## src/rtl/phpd_pkg.sv

```systemverilog
`timescale 1ns / 1ps

package phpd_pkg;

    // field widths
    localparam int unsigned WORD_W  = 64;
    localparam int unsigned SYNC_W  = 60;
    localparam int unsigned TIME_W  = 63;
    localparam int unsigned COL_W   = 8;
    localparam int unsigned ROW_W   = 8;
    localparam int unsigned TOT_W   = 10;

    typedef logic [3:0] nibble_t;

    // packet header codes, bits 63..60
    localparam nibble_t HDR_HEARTBEAT = 4'h4;
    localparam nibble_t HDR_PIXEL_A   = 4'hA;
    localparam nibble_t HDR_PIXEL_B   = 4'hB;

    // heartbeat sub-header codes, bits 59..56
    localparam nibble_t SUB_SYNC_LOW  = 4'h4;
    localparam nibble_t SUB_SYNC_HIGH = 4'h5;

    // sync time below which hits are decoded, after reset
    localparam logic [SYNC_W-1:0] STARTUP_LIMIT_RESET = 60'd983040000000;

    // wrap correction constants
    localparam logic [TIME_W-1:0] HALF_WRAP     = 63'h000_0200_0000_0000;
    localparam logic [TIME_W-1:0] HALF_WRAP_M1  = 63'h000_01FF_FFFF_FFFF;
    localparam logic [TIME_W-1:0] TIME_MAX      = {TIME_W{1'b1}};

endpackage

```

## src/rtl/pixel_hit_packet_decoder.sv

```systemverilog
`timescale 1ns / 1ps

// pixel hit packet decoder
//
// input channel: packet_word with in_valid / in_ready, one 64-bit readout
// packet per transaction. output channel: hit_column, hit_row, tot_count and
// hit_time with out_valid / out_ready, one hit per pixel packet once started.
// configuration: startup_limit is written at any edge with cfg_wr_en high;
// the user must write it only while the block is idle; the block does not check this.
//
// a packet accepted into the input register is decoded there and its hit is
// loaded into the result register. throughput: one packet per cycle while the
// receiver takes hits; the single decode stage (timestamp build, 63-bit wrap
// subtract, upper add, saturation) sets this: the previous hit time feeds the next.
// heartbeats and ignored packets pass without using the output slot.
//
// reset: sync time, previous hit time and the start flag clear, the limit
// returns to 983040000000, both stages empty.
// receiver stall: the hit register holds; heartbeats and ignored packets keep
// flowing, the next pixel packet waits in the input register and in_ready
// drops until out_ready returns.

module pixel_hit_packet_decoder
(
    input  logic                                clk,
    input  logic                                rst_n,
    // configuration
    input  logic                                cfg_wr_en,
    input  logic [phpd_pkg::SYNC_W-1:0]         startup_limit,
    // packet input
    input  logic                                in_valid,
    output logic                                in_ready,
    input  logic [phpd_pkg::WORD_W-1:0]         packet_word,
    // hit output
    output logic                                out_valid,
    input  logic                                out_ready,
    output logic [phpd_pkg::COL_W-1:0]          hit_column,
    output logic [phpd_pkg::ROW_W-1:0]          hit_row,
    output logic [phpd_pkg::TOT_W-1:0]          tot_count,
    output logic [phpd_pkg::TIME_W-1:0]         hit_time
);

    // input register
    logic                               in_valid_reg;
    logic [phpd_pkg::WORD_W-1:0]        packet_reg;

    // block state
    logic [phpd_pkg::SYNC_W-1:0]        limit_reg;
    logic [phpd_pkg::SYNC_W-1:0]        sync_reg;
    logic [phpd_pkg::SYNC_W-1:0]        sync_next;
    logic [phpd_pkg::TIME_W-1:0]        prev_reg;
    logic                               started_reg;
    logic                               started_next;

    // result register
    logic                               out_valid_reg;
    logic [phpd_pkg::COL_W-1:0]         col_reg;
    logic [phpd_pkg::ROW_W-1:0]         row_reg;
    logic [phpd_pkg::TOT_W-1:0]         tot_reg;
    logic [phpd_pkg::TIME_W-1:0]        time_reg;

    // decode
    phpd_pkg::nibble_t                  hdr;
    phpd_pkg::nibble_t                  sub;
    logic                               is_beat;
    logic                               is_hit;
    logic                               advance;
    logic [phpd_pkg::SYNC_W-1:0]        sync_low_upd;
    logic [phpd_pkg::SYNC_W-1:0]        sync_high_upd;
    logic [phpd_pkg::SYNC_W-1:0]        t_raw;
    logic [phpd_pkg::TIME_W-1:0]        t_ext;
    logic [phpd_pkg::TIME_W-1:0]        diff;
    logic                               behind;
    logic [phpd_pkg::WORD_W-1:0]        bump;
    logic [21:0]                        wraps;
    logic [22:0]                        upper;
    logic [phpd_pkg::TIME_W-1:0]        t_fin;
    logic [phpd_pkg::COL_W-1:0]         col_calc;
    logic [phpd_pkg::ROW_W-1:0]         row_calc;

    assign hdr     = packet_reg[63:60];
    assign sub     = packet_reg[59:56];
    assign is_beat = (hdr == phpd_pkg::HDR_HEARTBEAT) && (packet_reg[55:48] == 8'h00);
    assign is_hit  = started_reg && (hdr inside {phpd_pkg::HDR_PIXEL_A, phpd_pkg::HDR_PIXEL_B});

    // the packet leaves the input register unless it is a hit blocked by a full slot
    assign advance  = in_valid_reg && (!is_hit || !out_valid_reg || out_ready);
    assign in_ready = !in_valid_reg || advance;

    // heartbeat updates of the sync time
    assign sync_low_upd  = {sync_reg[59:44], packet_reg[47:16], 12'h000};
    assign sync_high_upd = {packet_reg[31:16], sync_reg[43:0]};

    always_comb
    begin
        sync_next    = sync_reg;
        started_next = started_reg;
        if (is_beat)
        begin
            case (sub)
                phpd_pkg::SUB_SYNC_LOW:
                begin
                    sync_next = sync_low_upd;
                end
                phpd_pkg::SUB_SYNC_HIGH:
                begin
                    sync_next = sync_high_upd;
                    if (sync_high_upd < limit_reg)
                    begin
                        started_next = 1'b1;
                    end
                end
                default:
                begin
                    sync_next = sync_reg;
                end
            endcase
        end
    end

    // column and row: double column * 2 + pixel / 4, super pixel * 4 + pixel % 4
    assign col_calc = {packet_reg[59:53], packet_reg[46]};
    assign row_calc = {packet_reg[52:47], packet_reg[45:44]};

    // raw timestamp: top sync bits, coarse, toa, inverted fine toa, 8 zero bits
    assign t_raw = {sync_reg[59:42], packet_reg[15:0], packet_reg[43:30],
                    ~packet_reg[19:16], 8'h00};
    assign t_ext = {3'b000, t_raw};

    // wrap correction: add ceil((diff - 2^41) / 2^42) steps of 2^42
    assign diff   = prev_reg - t_ext;
    assign behind = (prev_reg > t_ext) && (diff > phpd_pkg::HALF_WRAP);
    assign bump   = {1'b0, diff} + {1'b0, phpd_pkg::HALF_WRAP_M1};
    assign wraps  = behind ? bump[63:42] : 22'd0;
    assign upper  = {5'b00000, t_raw[59:42]} + {1'b0, wraps};

    // saturate when the sum reaches bit 63
    assign t_fin = (upper[22:21] != 2'b00) ? phpd_pkg::TIME_MAX
                                            : {upper[20:0], t_raw[41:0]};

    // input register
    always_ff @(posedge clk or negedge rst_n)
    begin
        if (!rst_n)
        begin
            in_valid_reg <= 1'b0;
        end
        else if (in_ready)
        begin
            in_valid_reg <= in_valid;
        end
    end

    always_ff @(posedge clk)
    begin
        if (in_ready && in_valid)
        begin
            packet_reg <= packet_word;
        end
    end

    // configuration register
    always_ff @(posedge clk or negedge rst_n)
    begin
        if (!rst_n)
        begin
            limit_reg <= phpd_pkg::STARTUP_LIMIT_RESET;
        end
        else if (cfg_wr_en)
        begin
            limit_reg <= startup_limit;
        end
    end

    // decoder state, updated as each packet leaves the input register
    always_ff @(posedge clk or negedge rst_n)
    begin
        if (!rst_n)
        begin
            sync_reg    <= '0;
            prev_reg    <= '0;
            started_reg <= 1'b0;
        end
        else if (advance)
        begin
            sync_reg    <= sync_next;
            started_reg <= started_next;
            if (is_hit)
            begin
                prev_reg <= t_fin;
            end
        end
    end

    // result register
    always_ff @(posedge clk or negedge rst_n)
    begin
        if (!rst_n)
        begin
            out_valid_reg <= 1'b0;
        end
        else if (advance && is_hit)
        begin
            out_valid_reg <= 1'b1;
        end
        else if (out_ready)
        begin
            out_valid_reg <= 1'b0;
        end
    end

    always_ff @(posedge clk)
    begin
        if (advance && is_hit)
        begin
            col_reg  <= col_calc;
            row_reg  <= row_calc;
            tot_reg  <= packet_reg[29:20];
            time_reg <= t_fin;
        end
    end

    assign out_valid  = out_valid_reg;
    assign hit_column = col_reg;
    assign hit_row    = row_reg;
    assign tot_count  = tot_reg;
    assign hit_time   = time_reg;

endmodule

```

## config.mk

```make
export PLATFORM = sky130hd
export DESIGN_NAME = pixel_hit_packet_decoder
export DESIGN_NICKNAME = d
export VERILOG_FILES = /design/src/rtl/phpd_pkg.sv /design/src/rtl/pixel_hit_packet_decoder.sv
export SDC_FILE = /design/constraint.sdc
export NUM_CORES = 1
export LEC_CHECK = 0
export BUFFER_PORTS_ARGS = -buffer_cell sky130_fd_sc_hd__buf_2
export CELL_PAD_IN_SITES_DETAIL_PLACEMENT = 0
export CELL_PAD_IN_SITES_GLOBAL_PLACEMENT = 1
export CORE_MARGIN = 2
export CORE_UTILIZATION = 49
export DETAILED_ROUTE_END_ITERATION = 7
export GPL_TIMING_DRIVEN = 0
export PLACE_DENSITY_LB_ADDON = 0.1
export SLEW_MARGIN = 20
export SYNTH_ARGS = -nofsm -noshare
export SYNTH_HDL_FRONTEND = slang
export SYNTH_SLANG_ARGS = --single-unit
```

## constraint.sdc

```tcl
create_clock -name clk -period 10.9 [get_ports clk]
set_input_delay 0.545 -clock clk [delete_from_list [all_inputs] [get_ports clk]]
set_output_delay 0.545 -clock clk [all_outputs]
set_load 0.1 [all_outputs]
```

* Yosys cells after proc, flatten, opt, wreduce, memory -nomap -nowiden
Cells that the tools add are included.
Word-level totals: flip-flop bits (word level) 339, output and inout port bits 91, logic and storage cells 51
Operators by class: add/subtract/negate cells 3, $lt $le $gt $ge 3, equal/unequal tests 5, muxes and demuxes 5, bitwise operators 3, reduce and logical (&&, ||, !) cells 20
Operators by type and width (count):
- $pmux W60 S2 | 1
- $add A63 B41 Y64 const B | 1
- $gt A63 B42 Y1 const B | 1
- $gt A63 B60 Y1 | 1
- $mux W63 | 1
- $sub A63 B60 Y63 | 1
- $lt A60 B60 Y1 | 1
- $add A18 B22 Y23 | 1
- $mux W22 | 1
- $eq A4 B3 Y1 const B | 3
- $reduce_and A4 Y1 | 3
- $eq A4 B4 Y1 const B | 2
- $logic_not A8 Y1 | 1
- $logic_and A1 B1 Y1 | 6
- $reduce_bool A2 Y1 | 3
- $not A4 Y4 | 1
- $logic_not A1 Y1 | 3
- $logic_or A1 B1 Y1 | 3
- $mux W1 | 2
- $not A1 Y1 | 2
- $reduce_and A2 Y1 | 1

* Logic depth before layout (Yosys ltp)
Gate-level depths: netlist of the first run.
word-level depth 9, depth in mapped cells 31, gate-level depth less buffers 30

* Worst setup path before layout of the first run
No wires, ideal clock.
path kind register to register, start register packet_reg[16] in the netlist's numbering, end register time_reg, in the netlist hit_time[62] (data pin), library setup time 0.264 ns, arrival 7.216 ns, path slack 3.420 ns, stages on the path, launching flop included 32, path buffers 1, clock period less this slack 7.480 ns, path through edfxtp_1 > inv_1 > ha_1 > fa_1 > nand2b_1 > a211oi_1 > o21a_1 > o21ai_0 > a211oi_1 > o21ai_0 > a2111oi_0 > o2111ai_1 > and2_1 > nor3_1 > a31o_2 > buf_2 > nor2_1 > ha_1 > fa_1 > a21o_1 > a21oi_1 > o21bai_1 > a2111oi_0 > o31ai_1 > or4_1 > a311o_1 > a21o_1 > a21oi_1 > a21oi_1 > a21o_1 > xnor2_1 > o21ai_0
Between the ends: longest elaborated chain between the ends 8, elaborated cells between the ends (all ways) 10
Ends and longest elaborated chain:
- start, declared | line pixel_hit_packet_decoder.sv:45 | logic [phpd_pkg::WORD_W-1:0] packet_reg;
- start signal, assigned | line pixel_hit_packet_decoder.sv:158 | packet_reg <= packet_word;
- $not A4 Y4 * | line pixel_hit_packet_decoder.sv:127 | ~packet_reg[19:16], 8'h00};
- $sub A63 B60 Y63 | line pixel_hit_packet_decoder.sv:131 | assign diff = prev_reg - t_ext;
- $gt A63 B42 Y1 | line pixel_hit_packet_decoder.sv:132 | assign behind = (prev_reg > t_ext) && (diff > phpd_pkg::HALF_WRAP);
- $logic_and A1 B1 Y1 | line pixel_hit_packet_decoder.sv:132
- $mux W22 * | line pixel_hit_packet_decoder.sv:134 | assign wraps = behind ? bump[63:42] : 22'd0;
- $add A18 B22 Y23 * | line pixel_hit_packet_decoder.sv:135 | assign upper = {5'b00000, t_raw[59:42]} + {1'b0, wraps};
- $reduce_bool A2 Y1 | line pixel_hit_packet_decoder.sv:138 | assign t_fin = (upper[22:21] != 2'b00) ? phpd_pkg::TIME_MAX
- $mux W63 * | line pixel_hit_packet_decoder.sv:138
- net t_fin, one bit | line pixel_hit_packet_decoder.sv:77 | logic [phpd_pkg::TIME_W-1:0] t_fin;
- end signal, assigned | line pixel_hit_packet_decoder.sv:219 | time_reg <= t_fin;
- end, declared | line pixel_hit_packet_decoder.sv:60 | logic [phpd_pkg::TIME_W-1:0] time_reg;
The timed path passes the listed nets; every way through them passes the cells marked *. A chain may end at the register's enable or synchronous reset.

* Worst setup path after layout of the first run
Ends and elaborated chain as after synthesis.

==> summary.txt, run 1 <==
Power
  • Max IR drop VDD: 0.135 mV
  • Leakage: 9.85 nW
  • Flop pwr share: 0.484
  • Cell Pwr Density: 131 nW/um^2
  • NetSw: 0.650 mW
  • Gate power share: 0.084
  • Internal Dissipation: 2.05 mW
  • Clock power share: 0.432
  • Switch share: 0.240

Timing
  • Max transition margin: 0.402
  • Actual slew at the worst max-slew pin: 0.897 ns
  • Final hold viol count: 0
  • Tmin final: 9.69 ns
  • RSZ-0062 raised after global routing: no
  • Period utilization: 0.889
  • TNS Setup: 0 ns
  • Slew Limit Fails: 0
  • Final clock skew: 0.0140 ns
  • Worst Setup Slack, final: 1.21 ns
  • Final setup viols: 0
  • Achievable frequency: 0.103 GHz

Synth
  • Synth top area cells: edfxtp_1, dfrtp_1, ha_1, nand2_1, o21ai_0
  • Mean post-synth cell area: 9.70 sq um
  • Most frequent cells after synthesis: nand2_1, dfrtp_1, edfxtp_1
  • Register bit total from synthesis: 313
  • Area leader, netlist: edfxtp_1
  • Most common cell in the netlist: nand2_1
  • Post-synth top flop: dfrtp_1
  • EDFF count, synth: 146
  • Post-synth top area share: 0.249
  • Post-synthesis cell type count: 84
  • Syn. warnings: 0
  • Mapped cell area: 17600 sq um
  • Asr flop ratio synth: 0.534
  • Sequential-to-total area share from yosys stat: 0.487
  • Cell count after synthesis: 1817
  • Syn_nets: 2066

Final layout
  • Multi-input logic area: 8200 sq um
  • Max FFs per register: 64
  • Diodes inserted: 0
  • Nets: 2327
  • Fillers: 3187
  • Share of layout cells above drive strength 1: 0.173
  • FF+latch area: 8580 sq um
  • Area Overhead vs Synth: 16.6%
  • Final Non-Filler Cells: 2565
  • Layout Utilization: 0.579

Floorplanning
  • Die area: 37500 sq um
  • Chip Height: 194 um
  • I/O Pins: 220
  • Initial Utilization: 0.497
  • Die W: 194 um
  • FP Rows: 69
  • Core Region: 35500 sq um

Clock tree
  • TritonCTS clock tree: built
  • Inserted Clock Buffers: 36
  • Post-CTS Setup Bufs: 0
  • CTS resizes: 0
  • CTS sink cnt: 313
  • Root buffer cell: clkbuf_16
  • Post-CTS Hold Buffers: 1
  • Clock-pin slew of the registers on the worst-case setup and hold paths: 0.06 ns
  • CTS max path bufs: 3
  • H-tree Lvls: 2
  • Clk_lat worst skew: 0.55 ns

Global routing
  • Initial antenna violation count: 1
  • Tot GR Track Use: 0.258
  • Largest net degree at the start of global routing: 81
  • Number of global-route vias before repair: 14100
  • GR Overflow Total: 0
  • First-pass GRT wire length: 77.2 mm

Route
  • DR iter-0 viols: 940
  • Routed wire per std cell: 18.7 um
  • Remaining DRCs: 0
  • First-pass detailed-route iteration total: 5
  • Final ANT Viol Nets: 0
  • Total number of vias: 14300
  • Final WL: 48.0 mm
  • DR vias/cell: 5.58

Critical path
  • CP Data Arrival Time: 9.94 ns
  • Required time worst endpoint: 11.15 ns
  • Slowest stage cell on the critical path: a2111oi_0
  • CP Buf/Inv Count: 2
  • Maximum fanout along the worst path: 10
  • Delay-heaviest family, CP: compound AO/OA/AOI/OAI gates
  • Max incr delay on CP: 0.68 ns
  • Crit path kind: reg -> reg
  • CP Launch Type: register
  • CP endpoint kind: register
  • R2r setup slk: 1.21 ns

Place
  • Worst slack, placed: 1.41 ns
  • Hpwl dp: 36.9 mm
  • Routability cong.: 0.890
  • Count of buffers from port buffering: 218
  • Dpl cells: 2500

Min path
  • Min-Delay Path Class: in -> reg

Flow run
  • Max-cap viol count: 0

Outcome
  • Status: finished, final reports clean
-- layout by cell type, fill, tap and decap left out, types with 8 or more instances in the layout --
cell and count:
mux2_2 16, a211oi_1 11, inv_1 121, and3_1 10, xnor2_1 36, nor3_1 37, nor2_1 126, nor2b_1 20
clkinv_1 8, a31oi_1 61, dfrtp_1 157, a21oi_1 96, or3_1 12, edfxtp_1 146, nand2_1 259, and2_1 18
dfstp_2 10, clkbuf_1 52, ha_1 118, o21a_1 10, xor2_1 24, nand2b_1 22, a21o_1 53, nand3_1 52
clkbuf_16 36, o211ai_1 17, or2_2 9, buf_2 237, nor4_1 13, buf_4 9, o21ai_0 130, nand4_1 32
-- power groups by stage --
stage	combinational (mW)	sequential (mW)	clock, mW
final	0.227	1.31	1.17
after global routing	0.258	1.31	1.24
after CTS	0.229	1.31	1.19
after detailed placement	0.227	1.33	0
after global placement	0.217	1.33	0
after floorplan	0.139	1.32	0
-- stage by stage --
step | hold WS [ns] | power, mW | instance area [sq um]
after floorplan | 0.249 | 1.46 | 17600
after global placement | 0.420 | 1.55 | 19300
after detailed placement | 0.351 | 1.56 | 19400
after CTS | 0.147 | 2.73 | 20600
after global routing | 0.155 | 2.81 | 20600
final | 0.171 | 2.70 | 20600
-- cell families (layout without fill, tap and decap cells) --
| group | count (synthesis) | count (layout) | share of synthesized area |
|---|---|---|---|
| AOI/OAI and AO/OA | 453 | 453 | 0.162 |
| xor gates and xnor gates | 60 | 60 | 0.0298 |
| adders and majority gates | 120 | 120 | 0.0860 |
| buffers and inverters | 204 | 491 | 0.0483 |
| DFF | 313 | 313 | 0.487 |
| muxes | 23 | 23 | 0.0142 |
| and+or+nand+nor | 644 | 644 | 0.173 |
-- path summary, 6_finish.rpt --
kind	end	from	depth (start not counted)
min in group asynchronous	limit_reg[1]	rst_n	2
worst min-delay path	packet_reg[31]	packet_word[31]	1
max in group asynchronous	limit_reg[39]	rst_n	4
worst max-delay path	hit_time[62]	packet_reg[16]	31
worst min register to register	hit_row[5]	packet_reg[50]	0
worst max register to register	hit_time[62]	packet_reg[16]	31
-- layout make-up --
cell class	count	share of cell area
flip-flops and latches	313	0.417
multi-input cells	1300	0.399
repair buffers	223	0.0594
clock buffers	45	0.0474
well taps	461	0.0281
inverters	121	0.0221
plain buffers	83	0.0195
clock inverters	19	0.00749
-- metal layers --
| layer | wire (um) | vias to the layer above | global-route usage | part of all wire |
|---|---|---|---|---|
| met2 | 22300 | 309 | 0.417 | 0.47 |
| li1 | - | 7030 | - | - |
| met4 | 1020 | 0 | 0.0701 | 0.021 |
| met1 | 22600 | 6919 | 0.367 | 0.47 |
| met5 | 0 | - | 0 | 0 |
| met3 | 2050 | 59 | 0.0344 | 0.043 |
-- worst reg2reg max path: cells and delay by family (launching register included) --
family                     cells  cell delay (ns)
and+or+nand+nor                5             1.32
DFF                            1             0.50
AOI/OAI and AO/OA             19             5.68
adders and majority gates      4             1.27
xor gates and xnor gates       1             0.25
buffers and inverters          2             0.38
(Power assumes the default switching activity.)
==> run 2, diff against run 1 <==
ABC_AREA = 1   (was unset)
CORE_UTILIZATION = 48   (was 49)
==> summary.txt, run 2 <==
Outcome
  • Status: finished, final reports clean

Route
  • Total number of vias: 17500
  • Final ANT Viol Nets: 0
  • Routed wire per std cell: 18.0 um
  • Final WL: 61.7 mm
  • DR vias/cell: 5.09
  • Remaining DRCs: 0
  • First-pass detailed-route iteration total: 5
  • DR iter-0 viols: 1289

Timing
  • Final hold viol count: 0
  • Slew Limit Fails: 0
  • Actual slew at the worst max-slew pin: 1.03 ns
  • Final clock skew: 0.0212 ns
  • Period utilization: 0.687
  • RSZ-0062 raised after global routing: no
  • TNS Setup: 0 ns
  • Tmin final: 7.48 ns
  • Final setup viols: 0
  • Achievable frequency: 0.134 GHz
  • Max transition margin: 0.306

Synth
  • Post-synth top area share: 0.220
  • Syn. warnings: 0
  • Sequential-to-total area share from yosys stat: 0.431
  • Synth top area cells: edfxtp_1, dfrtp_1, nand2_1, inv_1, ha_1
  • EDFF count, synth: 146
  • Post-synthesis cell type count: 49
  • Area leader, netlist: edfxtp_1
  • Cell count after synthesis: 2608
  • Asr flop ratio synth: 0.534
  • Post-synth top flop: dfrtp_1
  • Mean post-synth cell area: 7.63 sq um
  • Register bit total from synthesis: 313
  • Most frequent cells after synthesis: nand2_1, inv_1, nor2_1
  • Mapped cell area: 19900 sq um
  • Most common cell in the netlist: nand2_1
  • Syn_nets: 2857

Final layout
  • Share of layout cells above drive strength 1: 0.144
  • Commonest non-fill, non-tap cell in the layout: nand2_1
  • Nets: 3116
  • Final Non-Filler Cells: 3426
  • Most frequent cells in the layout: nand2_1, inv_1, buf_2
  • Max FFs per register: 64
  • Fillers: 3941
  • Fin area: 23000 sq um
  • Area Overhead vs Synth: 15.7%
  • Diodes inserted: 0
  • Layout Utilization: 0.563

Floorplanning
  • Chip Height: 208 um
  • FP Rows: 74
  • Die W: 208 um
  • Die area: 43100 sq um
  • I/O Pins: 220
  • Initial Utilization: 0.487
  • Core Region: 40900 sq um

Critical path
  • Slowest stage cell on the critical path: a21oi_4
  • CP endpoint kind: register
  • Cell mode on critical path: nand2_1
  • Maximum fanout along the worst path: 10
  • Required time worst endpoint: 11.35 ns
  • Max incr delay on CP: 0.70 ns
  • Crit path kind: reg -> reg
  • CP Launch Type: register
  • CP Data Arrival Time: 7.93 ns

Clock tree
  • CTS sink cnt: 313
  • Root buffer cell: clkbuf_16
  • Post-CTS Setup Bufs: 0
  • TritonCTS clock tree: built
  • CTS max path bufs: 3
  • Clock-pin slew of the registers on the worst-case setup and hold paths: 0.07 ns
  • Inserted Clock Buffers: 35
  • H-tree Lvls: 2
  • CTS resizes: 0
  • Clk_lat worst skew: 0.56 ns

Place
  • Routability cong.: 0.975
  • Area after DPL: 21800 sq um
  • Hpwl dp: 50.3 mm
  • Dpl cells: 3361
  • Count of buffers from port buffering: 218

Power
  • Internal Dissipation: 2.97 mW
  • Switch share: 0.450
  • Power, Total: 5.40 mW
  • Max IR drop VDD: 0.122 mV
  • Gate power share: 0.496
  • Leakage: 12.1 nW
  • Cell Pwr Density: 235 nW/um^2
  • Clock power share: 0.235
  • NetSw: 2.43 mW
  • Flop pwr share: 0.269

Min path
  • Min-Delay Path Class: in -> reg

Global routing
  • Grt met3 use: 0.0297
  • Number of global-route vias before repair: 16900
  • Met1 Use GR: 0.400
  • GRT busiest layer: met2
  • Tot GR Track Use: 0.286
  • GR Layer Usage met2: 0.482
  • First-pass GRT wire length: 95.6 mm
  • Largest net degree at the start of global routing: 87
  • GR Overflow Total: 0
  • Initial antenna violation count: 1

Flow run
  • Max-cap viol count: 0
[run 2: path summary, 6_finish.rpt]
| check | slack [ns] | start | cells after the start | endpoint |
|---|---|---|---|---|
| min in group asynchronous | 0.58 | rst_n | 2 | limit_reg[2] |
| worst min-delay path | 0.15 | packet_word[0] | 1 | packet_reg[0] |
| worst min register to register | 0.45 | packet_reg[54] | 0 | hit_column[2] |
| worst max register to register | 3.42 | packet_reg[30] | 41 | prev_reg[41] |
| worst max-delay path | 3.42 | packet_reg[30] | 41 | prev_reg[41] |
| max in group asynchronous | 9.41 | rst_n | 3 | prev_reg[38] |
[run 2: worst max-delay path, delay by kind of cell (launching register included)]
kind | cells | cell delay [ns]
buffers and inverters | 6 | 1.09
DFF | 1 | 0.41
and+or+nand+nor | 26 | 3.20
adders and majority gates | 2 | 0.69
AOI/OAI and AO/OA | 7 | 1.97
[run 2: area by class of cell]
| type | instances | area [sq um] | share of cell area |
|---|---|---|---|
| multi-input cells | 1794 | 9350 | 0.406 |
| flip-flops and latches | 313 | 8580 | 0.372 |
| inverters | 453 | 1700 | 0.0739 |
| repair buffers | 222 | 1190 | 0.0518 |
| clock buffers | 47 | 992 | 0.0431 |
| well taps | 532 | 666 | 0.0289 |
| plain buffers | 48 | 292 | 0.0127 |
| clock inverters | 17 | 262 | 0.0114 |
[run 2: power by group through the flow]
stage          combinational, mW  sequential [mW]  clock, mW
3_5_place_dp                2.64             1.47          0
3_3_place_gp                2.61             1.47          0
6_report                    2.68             1.45       1.27
5_1_grt                     2.99             1.46       1.34
2_1_floorplan               1.84             1.54          0
4_1_cts                     2.66             1.45       1.29
[run 2: logic make-up after synthesis]
| logic type | Yosys count | share of synthesized area |
|---|---|---|
| buf+inv | 501 | 0.0997 |
| flops | 313 | 0.431 |
| xor+xnor | 30 | 0.0132 |
| compound gates | 244 | 0.0684 |
| fa+ha+maj | 120 | 0.0762 |
| simple gates | 1393 | 0.308 |
| mux | 7 | 0.00396 |
[run 2: metal layers]
layer | vias to the layer above | routed length [um]
met5 | - | 0
met4 | 0 | 1080
met3 | 65 | 2850
met2 | 399 | 29000
met1 | 8200 | 28700
li1 | 8790 | -
[run 2: per-stage QoR]
step	hold WS, ns	setup slack [ns]
after floorplan	0.249	5.43
after CTS	0.133	3.36
after global placement	0.431	3.44
final	0.153	3.42
after detailed placement	0.436	3.43
after global routing	0.143	2.78
[run 2: what timing repair did]
action                                 CTS  global route
hold buffers                             1             0
endpoints found under the hold margin    5             0
setup endpoints to repair                0             0
